### src/rtl/mctt_pkg.sv
package mctt_pkg;

    localparam int ACTION_W  = 2;
    localparam int CHANNEL_W = 4;
    localparam int PERIOD_W  = 16;
    localparam int PINS_W    = 16;
    localparam int COUNT_W   = 5;
    localparam int IN_DATA_W  = 24;
    localparam int OUT_DATA_W = 24;

    typedef enum logic [ACTION_W-1:0] {
        ACT_TICK     = 2'd0,
        ACT_PLAY     = 2'd1,
        ACT_STOP     = 2'd2,
        ACT_STOP_ALL = 2'd3
    } t_action;

    typedef struct packed {
        logic                 valid;
        t_action              action;
        logic [CHANNEL_W-1:0] channel;
        logic [PERIOD_W-1:0]  period;
        logic                 tick_en;
        logic                 was_active;
    } t_token;

endpackage

### src/rtl/multichannel_tone_toggle_generator.sv
// Channel | Signals                          | Item contents (lowest bit first)
// input   | i_s_tvalid o_s_tready i_s_tdata  | action[1:0] channel[5:2] period[21:6]
// output  | o_m_tvalid i_m_tready o_m_tdata  | pin_levels[15:0] active_count[20:16]
//
// An item passes along the row of channel cells, one cell per cycle, and its
// result is registered for output as it leaves the last cell.
// A new item is accepted in the cycle after the previous one has left the last
// cell, so only one item is in the row at a time.
// Reset clears every channel and the note count at once.
// If the output is stalled the item waits in the last cell; input stays closed.
module multichannel_tone_toggle_generator #(
    parameter int CHANNELS    = 16,
    parameter int PERIOD_BITS = 16
) (
    input  logic                                i_clk,
    input  logic                                i_rst_n,
    input  logic                                i_s_tvalid,
    output logic                                o_s_tready,
    // action, channel, period, zero padding
    input  logic [mctt_pkg::IN_DATA_W-1:0]      i_s_tdata,
    output logic                                o_m_tvalid,
    input  logic                                i_m_tready,
    // pin_levels, active_count, zero padding
    output logic [mctt_pkg::OUT_DATA_W-1:0]     o_m_tdata
);

    localparam int LAST = CHANNELS - 1;

    mctt_pkg::t_token r_tok   [CHANNELS];
    mctt_pkg::t_token w_tok_nx[CHANNELS];
    logic [CHANNELS-1:0] w_fire;
    logic [CHANNELS-1:0] w_valid;
    logic [CHANNELS-1:0] w_pin;
    logic [CHANNELS-1:0] w_pin_nx;
    logic [CHANNELS-1:0] w_pins_out;

    logic                          r_busy;
    logic [mctt_pkg::COUNT_W-1:0]  r_count;
    logic [mctt_pkg::COUNT_W-1:0]  n_count;
    logic                          r_out_valid;
    logic [mctt_pkg::OUT_DATA_W-1:0] r_out_data;
    logic                          accept;
    mctt_pkg::t_token              in_tok;
    mctt_pkg::t_token              last_tok;

    assign o_s_tready = ~r_busy;
    assign accept     = i_s_tvalid & o_s_tready;

    always_comb begin
        in_tok            = '0;
        in_tok.valid      = 1'b1;
        in_tok.action     = mctt_pkg::t_action'(i_s_tdata[1:0]);
        in_tok.channel    = i_s_tdata[5:2];
        in_tok.period     = i_s_tdata[21:6];
        in_tok.tick_en    = (r_count != '0);
        in_tok.was_active = 1'b0;
    end

    for (genvar g = 0; g < CHANNELS; g++) begin : g_cell
        assign w_valid[g] = r_tok[g].valid;
        if (g == LAST) begin : g_last
            assign w_fire[g] = r_tok[g].valid & (~r_out_valid | i_m_tready);
            assign w_pins_out[g] = w_pin_nx[g];
        end else begin : g_mid
            assign w_fire[g] = r_tok[g].valid;
            assign w_pins_out[g] = w_pin[g];
        end

        mctt_cell #(
            .CELL_IDX    (g),
            .PERIOD_BITS (PERIOD_BITS)
        ) u_cell (
            .i_clk    (i_clk),
            .i_rst_n  (i_rst_n),
            .i_fire   (w_fire[g]),
            .i_tok    (r_tok[g]),
            .o_tok    (w_tok_nx[g]),
            .o_pin    (w_pin[g]),
            .o_pin_nx (w_pin_nx[g])
        );

        always_ff @(posedge i_clk) begin
            if (!i_rst_n) begin
                r_tok[g] <= '0;
            end else begin
                if (g == 0) begin
                    if (accept) begin
                        r_tok[g] <= in_tok;
                    end else if (w_fire[g]) begin
                        r_tok[g].valid <= 1'b0;
                    end
                end else begin
                    if (w_fire[(g == 0) ? 0 : g - 1]) begin
                        r_tok[g] <= w_tok_nx[(g == 0) ? 0 : g - 1];
                    end else if (w_fire[g]) begin
                        r_tok[g].valid <= 1'b0;
                    end
                end
            end
        end
    end

    assign last_tok = w_tok_nx[LAST];

    always_comb begin
        n_count = r_count;
        unique case (last_tok.action)
            mctt_pkg::ACT_TICK: begin
            end
            mctt_pkg::ACT_PLAY: begin
                if (!last_tok.was_active &&
                    (r_count < mctt_pkg::COUNT_W'(CHANNELS))) begin
                    n_count = r_count + mctt_pkg::COUNT_W'(1);
                end
            end
            mctt_pkg::ACT_STOP: begin
                if (last_tok.was_active && (r_count != '0)) begin
                    n_count = r_count - mctt_pkg::COUNT_W'(1);
                end
            end
            mctt_pkg::ACT_STOP_ALL: begin
                n_count = '0;
            end
            default: begin
            end
        endcase
    end

    always_ff @(posedge i_clk) begin
        if (!i_rst_n) begin
            r_busy      <= 1'b0;
            r_count     <= '0;
            r_out_valid <= 1'b0;
        end else begin
            if (accept) begin
                r_busy <= 1'b1;
            end else if (w_fire[LAST]) begin
                r_busy <= 1'b0;
            end
            if (w_fire[LAST]) begin
                r_count     <= n_count;
                r_out_valid <= 1'b1;
            end else if (i_m_tready) begin
                r_out_valid <= 1'b0;
            end
        end
    end

    always_ff @(posedge i_clk) begin
        if (w_fire[LAST]) begin
            r_out_data <= mctt_pkg::OUT_DATA_W'({n_count,
                                                mctt_pkg::PINS_W'(w_pins_out)});
        end
    end

    assign o_m_tvalid = r_out_valid;
    assign o_m_tdata  = r_out_data;

`ifndef SYNTHESIS
    a_one_item: assert property (@(posedge i_clk) disable iff (!i_rst_n)
        $countones(w_valid) <= 1)
        else $error("More than one item in the cell row.");

    a_idle_empty: assert property (@(posedge i_clk) disable iff (!i_rst_n)
        !r_busy |-> (w_valid == '0))
        else $error("Cell row holds an item while input is open.");

    a_count_range: assert property (@(posedge i_clk) disable iff (!i_rst_n)
        r_count <= mctt_pkg::COUNT_W'(CHANNELS))
        else $error("Note count exceeds the number of channels.");

    a_out_source: assert property (@(posedge i_clk) disable iff (!i_rst_n)
        $rose(r_out_valid) |-> $past(w_fire[LAST]))
        else $error("Result offered without an item leaving the last cell.");
`endif

endmodule

### src/rtl/mctt_cell.sv
module mctt_cell #(
    parameter int CELL_IDX    = 0,
    parameter int PERIOD_BITS = 16
) (
    input  logic            i_clk,
    input  logic            i_rst_n,
    input  logic            i_fire,
    input  mctt_pkg::t_token i_tok,
    output mctt_pkg::t_token o_tok,
    output logic            o_pin,
    output logic            o_pin_nx
);

    logic                   r_active;
    logic [PERIOD_BITS-1:0] r_half;
    logic [PERIOD_BITS-1:0] r_cnt;
    logic                   r_tog;
    logic                   r_pin;

    logic                   n_active;
    logic [PERIOD_BITS-1:0] n_half;
    logic [PERIOD_BITS-1:0] n_cnt;
    logic                   n_tog;
    logic                   n_pin;
    logic                   hit;

    assign hit = (i_tok.channel == mctt_pkg::CHANNEL_W'(CELL_IDX));

    always_comb begin
        n_active = r_active;
        n_half   = r_half;
        n_cnt    = r_cnt;
        n_tog    = r_tog;
        n_pin    = r_pin;
        o_tok    = i_tok;
        o_tok.was_active = i_tok.was_active | (hit & r_active);
        unique case (i_tok.action)
            mctt_pkg::ACT_TICK: begin
                if (i_tok.tick_en && (r_half != '0)) begin
                    if (r_cnt >= r_half) begin
                        n_tog = ~r_tog;
                        n_pin = ~r_tog;
                        n_cnt = '0;
                    end else begin
                        n_cnt = r_cnt + PERIOD_BITS'(1);
                    end
                end
            end
            mctt_pkg::ACT_PLAY: begin
                if (hit) begin
                    n_active = 1'b1;
                    n_half   = PERIOD_BITS'(i_tok.period);
                end
            end
            mctt_pkg::ACT_STOP: begin
                if (hit) begin
                    n_active = 1'b0;
                    n_half   = '0;
                    n_pin    = 1'b0;
                end
            end
            mctt_pkg::ACT_STOP_ALL: begin
                n_active = 1'b0;
                n_half   = '0;
                n_cnt    = '0;
                n_tog    = 1'b0;
                n_pin    = 1'b0;
            end
            default: begin
            end
        endcase
    end

    always_ff @(posedge i_clk) begin
        if (!i_rst_n) begin
            r_active <= 1'b0;
            r_half   <= '0;
            r_cnt    <= '0;
            r_tog    <= 1'b0;
            r_pin    <= 1'b0;
        end else if (i_fire) begin
            r_active <= n_active;
            r_half   <= n_half;
            r_cnt    <= n_cnt;
            r_tog    <= n_tog;
            r_pin    <= n_pin;
        end
    end

    assign o_pin    = r_pin;
    assign o_pin_nx = n_pin;

endmodule

### config.mk
export PLATFORM = sky130hd
export DESIGN_NAME = multichannel_tone_toggle_generator
export DESIGN_NICKNAME = d
export VERILOG_FILES = /design/src/rtl/mctt_pkg.sv /design/src/rtl/multichannel_tone_toggle_generator.sv /design/src/rtl/mctt_cell.sv
export SDC_FILE = /design/constraint.sdc
export NUM_CORES = 2
export LEC_CHECK = 0
export ABC_CLOCK_PERIOD_IN_PS = 4900
export BUFFER_PORTS_ARGS = -buffer_cell sky130_fd_sc_hd__buf_2
export CELL_PAD_IN_SITES_DETAIL_PLACEMENT = 1
export CELL_PAD_IN_SITES_GLOBAL_PLACEMENT = 2
export CORE_MARGIN = 2
export CORE_UTILIZATION = 25
export CTS_CLUSTER_DIAMETER = 120
export DETAILED_ROUTE_END_ITERATION = 7
export GPL_TIMING_DRIVEN = 0
export PLACE_DENSITY_LB_ADDON = 0.25
export SLEW_MARGIN = 20
export SYNTH_ARGS = -nofsm -noshare
export SYNTH_HDL_FRONTEND = slang
export SYNTH_SLANG_ARGS = --single-unit
### constraint.sdc
create_clock -name i_clk -period 4.9 [get_ports i_clk]
set_input_delay 0.98 -clock i_clk [delete_from_list [all_inputs] [get_ports i_clk]]
set_output_delay 0.98 -clock i_clk [all_outputs]
set_load 0.03 [all_outputs]
# ---- Word-level counts from Yosys, hierarchy flattened
# Memories as Yosys holds them, arrays and structs flattened.
# Index checks and enable logic that the tools add are counted.
dict set report totals {
  mem_bits_rw 400
  wordCells 845
  output_inout_bits 26
  mem_count 1
  register_bits 588
  inputBits 28
}
dict set report op_classes {
  n_mux 348
  add_sub_neg 18
  bitwise 85
  n_reduce_logical 165
  n_lt_le_gt_ge 17
  eq_ne 127
}
# memory depth word_bits rd rd_ports_with_merged_regs write_ports line
set mem_list {}
lappend mem_list {r_tok 16 25 16 0 16 multichannel_tone_toggle_generator.sv:29} ;# mctt_pkg::t_token r_tok [CHANNELS];
# operator n
set op_table {}
lappend op_table {{2-to-1 mux 16 bit} 64}
lappend op_table {{one-hot mux 16 bit (3 select lines)} 16}
lappend op_table {{one-hot mux 16 bit (2 select lines)} 16}
lappend op_table {{2-to-1 mux 25 bit} 16}
lappend op_table {{adder 16 x 1 -> 16 bit (second input constant)} 16}
lappend op_table {{greater-or-equal comparator 16 bit} 16}
lappend op_table {{nonzero test 16 bit} 16}
lappend op_table {{2-to-1 mux 1 bit} 185}
lappend op_table {{inequality test 2 x 1 -> 1 bit (second input constant)} 64}
lappend op_table {{AND reduction 4 bit} 32}
lappend op_table {{one-hot mux 1 bit (3 select lines)} 32}
lappend op_table {{nonzero test 3 bit} 31}
lappend op_table {{AND reduction 5 bit} 15}
lappend op_table {{== test 2 bit (second input constant)} 32}
lappend op_table {{bitwise OR 1 bit} 49}
lappend op_table {{AND reduction 3 bit} 16}
lappend op_table {{nonzero test 2 bit} 18}
lappend op_table {{== test 2 x 1 -> 1 bit (second input constant)} 16}
lappend op_table {{== test 4 bit (second input constant)} 8}
lappend op_table {{zero test 2 bit} 16}
lappend op_table {{one-hot mux 1 bit (2 select lines)} 16}
lappend op_table {{AND 1 bit} 18}
lappend op_table {{logical AND 1 bit} 18}
lappend op_table {{NOT 1 bit} 18}
lappend op_table {{11 further kinds} 16}

# ---- Longest topological paths before layout
dict set report logic_depth {
  depth_word 8
  ltp_mapped 10
  depth_no_buf 8
}

# ---- By module
# A second synthesis with hierarchy kept.
dict set report unflattened {
  cells_unflattened 5501
  hier_area_um2 52466.6
}
# mod seq_area_each_um2 area_each_um2 cells_each n_inst
set modules_own_cells {}
lappend modules_own_cells {multichannel_tone_toggle_generator 12752.2 16191.8 1004 1}
lappend modules_own_cells {{mctt_cell at g_cell[10].u_cell ...} 700.7 2275.9 281 4}
lappend modules_own_cells {{mctt_cell at g_cell[1].u_cell ...} 700.7 2274.7 281 4}
lappend modules_own_cells {{mctt_cell at g_cell[11].u_cell ...} 700.7 2273.4 281 4}
lappend modules_own_cells {{mctt_cell at g_cell[12].u_cell ...} 700.7 2227.1 281 2}
lappend modules_own_cells {{mctt_cell at g_cell[0].u_cell} 700.7 2272.2 280 1}
lappend modules_own_cells {{mctt_cell at g_cell[15].u_cell} 700.7 2252.2 283 1}

# ---- Worst setup path before layout
# Ideal clock, no wire load.
dict set report synth_path {
  kind {input -> register}
  from {in i_m_tready}
  to {reg g_cell[15].u_cell.r_half[10]}
  t_arrival_ns 2.712
  n_path_buf 1
  slack_ns 2.117
  cell_stages 8
  t_required_ns 4.830
  setup_ns 0.070
  cell_sequence {nand2b_1 nand2_1 inv_1 nand2_1 nor2_1 buf_2 nand3_1 a21oi_1}
}
dict set report synth_between {
  elab_chain_cells 3
}
# element line
set synth_lines {}
lappend synth_lines {{start: declaration} multichannel_tone_toggle_generator.sv:22} ;# input logic i_m_tready,
lappend synth_lines {{bitwise OR 1 bit} multichannel_tone_toggle_generator.sv:62} ;# assign w_fire[g] = r_tok[g].valid & (~r_out_valid | i_m_tready);
lappend synth_lines {{AND 1 bit} multichannel_tone_toggle_generator.sv:62}
lappend synth_lines {{named net g_cell[15].u_cell.i_fire} mctt_cell.sv:7} ;# input logic i_fire,
lappend synth_lines {{AND reduction 4 bit (no line)} -}
lappend synth_lines {{end signal: assignment} mctt_cell.sv:83} ;# r_half <= n_half;
lappend synth_lines {{end: declaration} mctt_cell.sv:15} ;# logic [PERIOD_BITS-1:0] r_half;
# The timed path passes the listed nets, and every way through them passes these cells.
# A chain may end at the register's enable or synchronous reset.

==> flow_metrics.tcl <==
set metrics [dict create \
    pwr-share-clk_pct 43.4 \
    worst_slew_pin_slew_ps 1122 \
    powerDensity_nw_per_um2 383.5 \
    path_delay_family "buffers and inverters" \
    grt_first_pass_wirelength_um 223200 \
    synth_edf_count 420 \
    clock_latency_ps 770 \
    ant_nets 0 \
    cts_buffers 120 \
    ys_ff_latch 987 \
    synth_xor_area_share_pct 4.145 \
    max_freq_ghz 0.2904 \
    crit_fanout 24 \
    syn_area_um2 46910 \
    areaGrowthSynthToFinish_pct 16.36 \
    cp_cell_sequence "buf_2 -> clkbuf_2 -> clkbuf_1 -> clkbuf_2 -> buf_16 -> nand2_1" \
    start_util_pct 25.22 \
    synth-simple-area-share_pct 22.60 \
    cts_sinks 987 \
    peakVddDrop_uv 277.3 \
    maxCapViolCount 0 \
    path_buf_inv 5 \
    max_slew_margin_pct 25.17 \
    finalMaxSlewViolations 0 \
    p_sw_share_pct 27.46 \
    wl_per_cell_um 19.47 \
    async_reset_ff_share_pct 0 \
    grt_pass1_vias 36580 \
    cts-resized-gates 0 \
    io_buffers 48 \
    n_fill_cell 21090 \
    setup_viol 0 \
    synth_adder_area_share_pct 7.735 \
    rsz0062_at_grt "false" \
    die_area_um2 191100 \
    max_stage_delay_ps 650 \
    hold_ws_ps 430.1 \
    fin_nets 5199 \
    status "finished clean" \
    pwr-share-seq_pct 46.8 \
    drc 0 \
    synth_top_family_by_area "simple AND/OR/NAND/NOR gates" \
    gp_congestion 0.7820 \
    wirelength_um 145700 \
    grt_use_total_pct 15.02 \
    routed_via_density 4.624 \
    p_sw_mw 5.748 \
    clock_skew_ps 31.56 \
    fin_crit_ps 3444 \
    rows 158 \
    die_w_um 437.2 \
    cts_tree "yes" \
    worst-r2r-setup-slack_ps 1650 \
    hold_violations 0 \
    drt_iter0_markers 1406 \
    ys_warn_count 0 \
    synthDistinctLibCells 87 \
    io_pins 54 \
    place_ws_ps 580.0 \
    grt_max_degree 27 \
    fin_ws_ps 1456 \
    p_int_mw 15.19 \
    vias 34590 \
    dpl.hpwl_um 109900 \
    die_h_um 437.2 \
    netlist_instances 4709 \
    drive_above_1_share_pct 7.762 \
    cp.required_ps 5170 \
    period_share_pct 70.28 \
    startpoint_type "primary input" \
    fp.coreArea_um2 186000 \
    antenna_found_initial 12 \
    grt_remaining_overflow 0 \
    cts_setup_buffers 0 \
    p_leak_nw 20.51 \
    path_class "in2reg" \
    path_clk_slew_ps 60 \
    seq_area_frac_synth_pct 51.08 \
    cts-root-buf "clkbuf_16" \
    cpMostUsedCell "clkbuf_2" \
    synth_ff_type "dfxtp_1" \
    avgSynthCellArea_um2 9.962 \
    dr.pass1.iters 5 \
    cts_max_level 3 \
    cp.arrival_ps 3710 \
    ctsHoldBuffers 0 \
    worst_setup_path_end_kind "flip-flop" \
    p_comb_share_pct 9.8 \
    hp-class "reg2reg" \
    clk_path_buf_depth 3 \
    synthMuxAreaShare_pct 0.4935 \
    crit_slowest_cell "clkbuf_1" \
    synth-compound-area-share_pct 9.290 \
]
==> cell usage in the layout (no fill, tap or decap), types with 13 or more instances in the layout <==
| cell | netlist | routed |
|---|---|---|
| xor2_1 | 136 | 136 |
| o21ai_2 | 13 | 13 |
| inv_1 | 314 | 312 |
| or3b_1 | 17 | 17 |
| o21ai_0 | 83 | 83 |
| nor2b_1 | 17 | 17 |
| clkbuf_1 | 193 | 206 |
| a21o_1 | 15 | 15 |
| nor3b_1 | 206 | 206 |
| o21a_1 | 15 | 15 |
| nor4_1 | 77 | 76 |
| or3_1 | 25 | 25 |
| a211oi_1 | 47 | 47 |
| mux2i_1 | 22 | 22 |
| and4_1 | 26 | 26 |
| clkinv_1 | 1 | 18 |
| maj3_1 | 15 | 15 |
| a21oi_2 | 20 | 20 |
| buf_2 | 20 | 68 |
| nand2b_1 | 39 | 28 |
| xnor2_1 | 86 | 86 |
| nand3_1 | 137 | 137 |
| nor2_1 | 476 | 475 |
| a21oi_1 | 359 | 359 |
| nand4_1 | 89 | 89 |
| and2_1 | 50 | 50 |
| nand2_1 | 252 | 252 |
| edfxtp_1 | 420 | 420 |
| nor3_1 | 48 | 48 |
| and3_1 | 384 | 384 |
| dfxtp_1 | 567 | 567 |
| clkbuf_2 | 1 | 18 |
| clkinv_2 | 0 | 24 |
| nand4b_1 | 32 | 32 |
| clkbuf_16 | 0 | 124 |
| buf_4 | 16 | 16 |
| o211ai_1 | 25 | 25 |
| ha_1 | 278 | 278 |
==> cells by family (layout without fill, tap and decap cells) <==
family,after synthesis,count (layout)
and+or+nand+nor,1928,1928
DFF,987,987
AOI/OAI and AO/OA,700,700
buffers and inverters,555,843
adders and majority gates,293,293
xor gates and xnor gates,222,222
muxes,23,23
other,1,4
==> registers in the layout, indices dropped and copies added (netlist names) <==
signal / cells
r_count: 5
g_cell.u_cell.o_pin: 16
r_tok: 399
r_busy: 1
o_m_tvalid: 1
g_cell.u_cell.r_active: 16
g_cell.u_cell.r_tog: 16
g_cell.u_cell.r_half: 256
g_cell.u_cell.r_cnt: 256
o_m_tdata: 21
==> cell usage after synthesis, drive strengths merged, types with 22 or more instances <==
cell type | n | area share (%)
dfxtp | 567 | 24
nor2 | 476 | 3.8
edfxtp | 420 | 27
and3 | 384 | 5.1
a21oi | 379 | 4.2
inv | 314 | 2.5
ha | 278 | 7.4
nand2 | 253 | 2.0
nor3b | 206 | 3.3
clkbuf | 194 | 1.6
nand3 | 137 | 1.5
xor2 | 136 | 2.5
o21ai | 101 | 1.2
nand4 | 91 | 1.2
xnor2 | 86 | 1.6
nor4 | 77 | 1.0
and2 | 51 | 0.68
a211oi | 49 | 0.81
nor3 | 48 | 0.51
buf | 46 | 0.57
nand2b | 39 | 0.52
nand4b | 32 | 0.60
and4 | 27 | 0.51
o211ai | 25 | 0.40
or3 | 25 | 0.33
mux2i | 22 | 0.47
==> metal layers <==
layer,track usage (%),vias up,routed length (um)
li1,-,17230,-
met5,0,-,0
met1,19.43,16860,67430
met4,4.099,0,3619
met3,2.067,159,3723
met2,26.06,336,70880
==> path summary, 6_finish.rpt <==
path | startpoint | cells after the start | end
setup / recovery | i_rst_n | 6 | r_tok[0][102]
setup reg to reg | o_m_tvalid | 9 | g_cell[15].u_cell.r_half[13]
hold / removal | g_cell[2].u_cell.o_pin | 0 | o_m_tdata[2]
hold reg to reg | g_cell[2].u_cell.o_pin | 0 | o_m_tdata[2]
==> final cells by class <==
type | instances | area [um^2] | share of cell area, %
Tap cell | 2480 | 3103 | 5.685
Inverter | 315 | 1185 | 2.171
Antenna cell | 1 | 2.502 | 0.004585
Sequential cell | 987 | 23960 | 43.90
Clock inverter | 70 | 709.4 | 1.300
Timing Repair Buffer | 60 | 514.2 | 0.9421
Clock buffer | 158 | 3271 | 5.992
Multi-Input combinational cell | 3169 | 20820 | 38.14
Buffer | 240 | 1016 | 1.861
==> power groups by stage <==
stage / combinational [mW] / sequential [mW] / clock, mW
after floorplan: 1.28 / 9.70 / 0
after global placement: 2.01 / 10.0 / 0
after detailed placement: 2.08 / 10.0 / 0
after CTS: 2.09 / 9.82 / 9.39
after global routing: 2.28 / 9.85 / 9.70
final: 2.05 / 9.80 / 9.08
==> per-stage QoR <==
step	instance area (um^2)	utilization [%]	power [mW]	cells	TNS (ps)
finish	54580	29.34	20.93	7480	0
global route	54580	29.34	21.83	7479	0
CTS	54560	29.33	21.30	7479	0
detailed placement	50580	27.19	12.08	7251	0
global placement	50260	27.02	12.01	7239	-188150
floorplan	46920	-	10.98	4711	0
(Power assumes the default switching activity.)
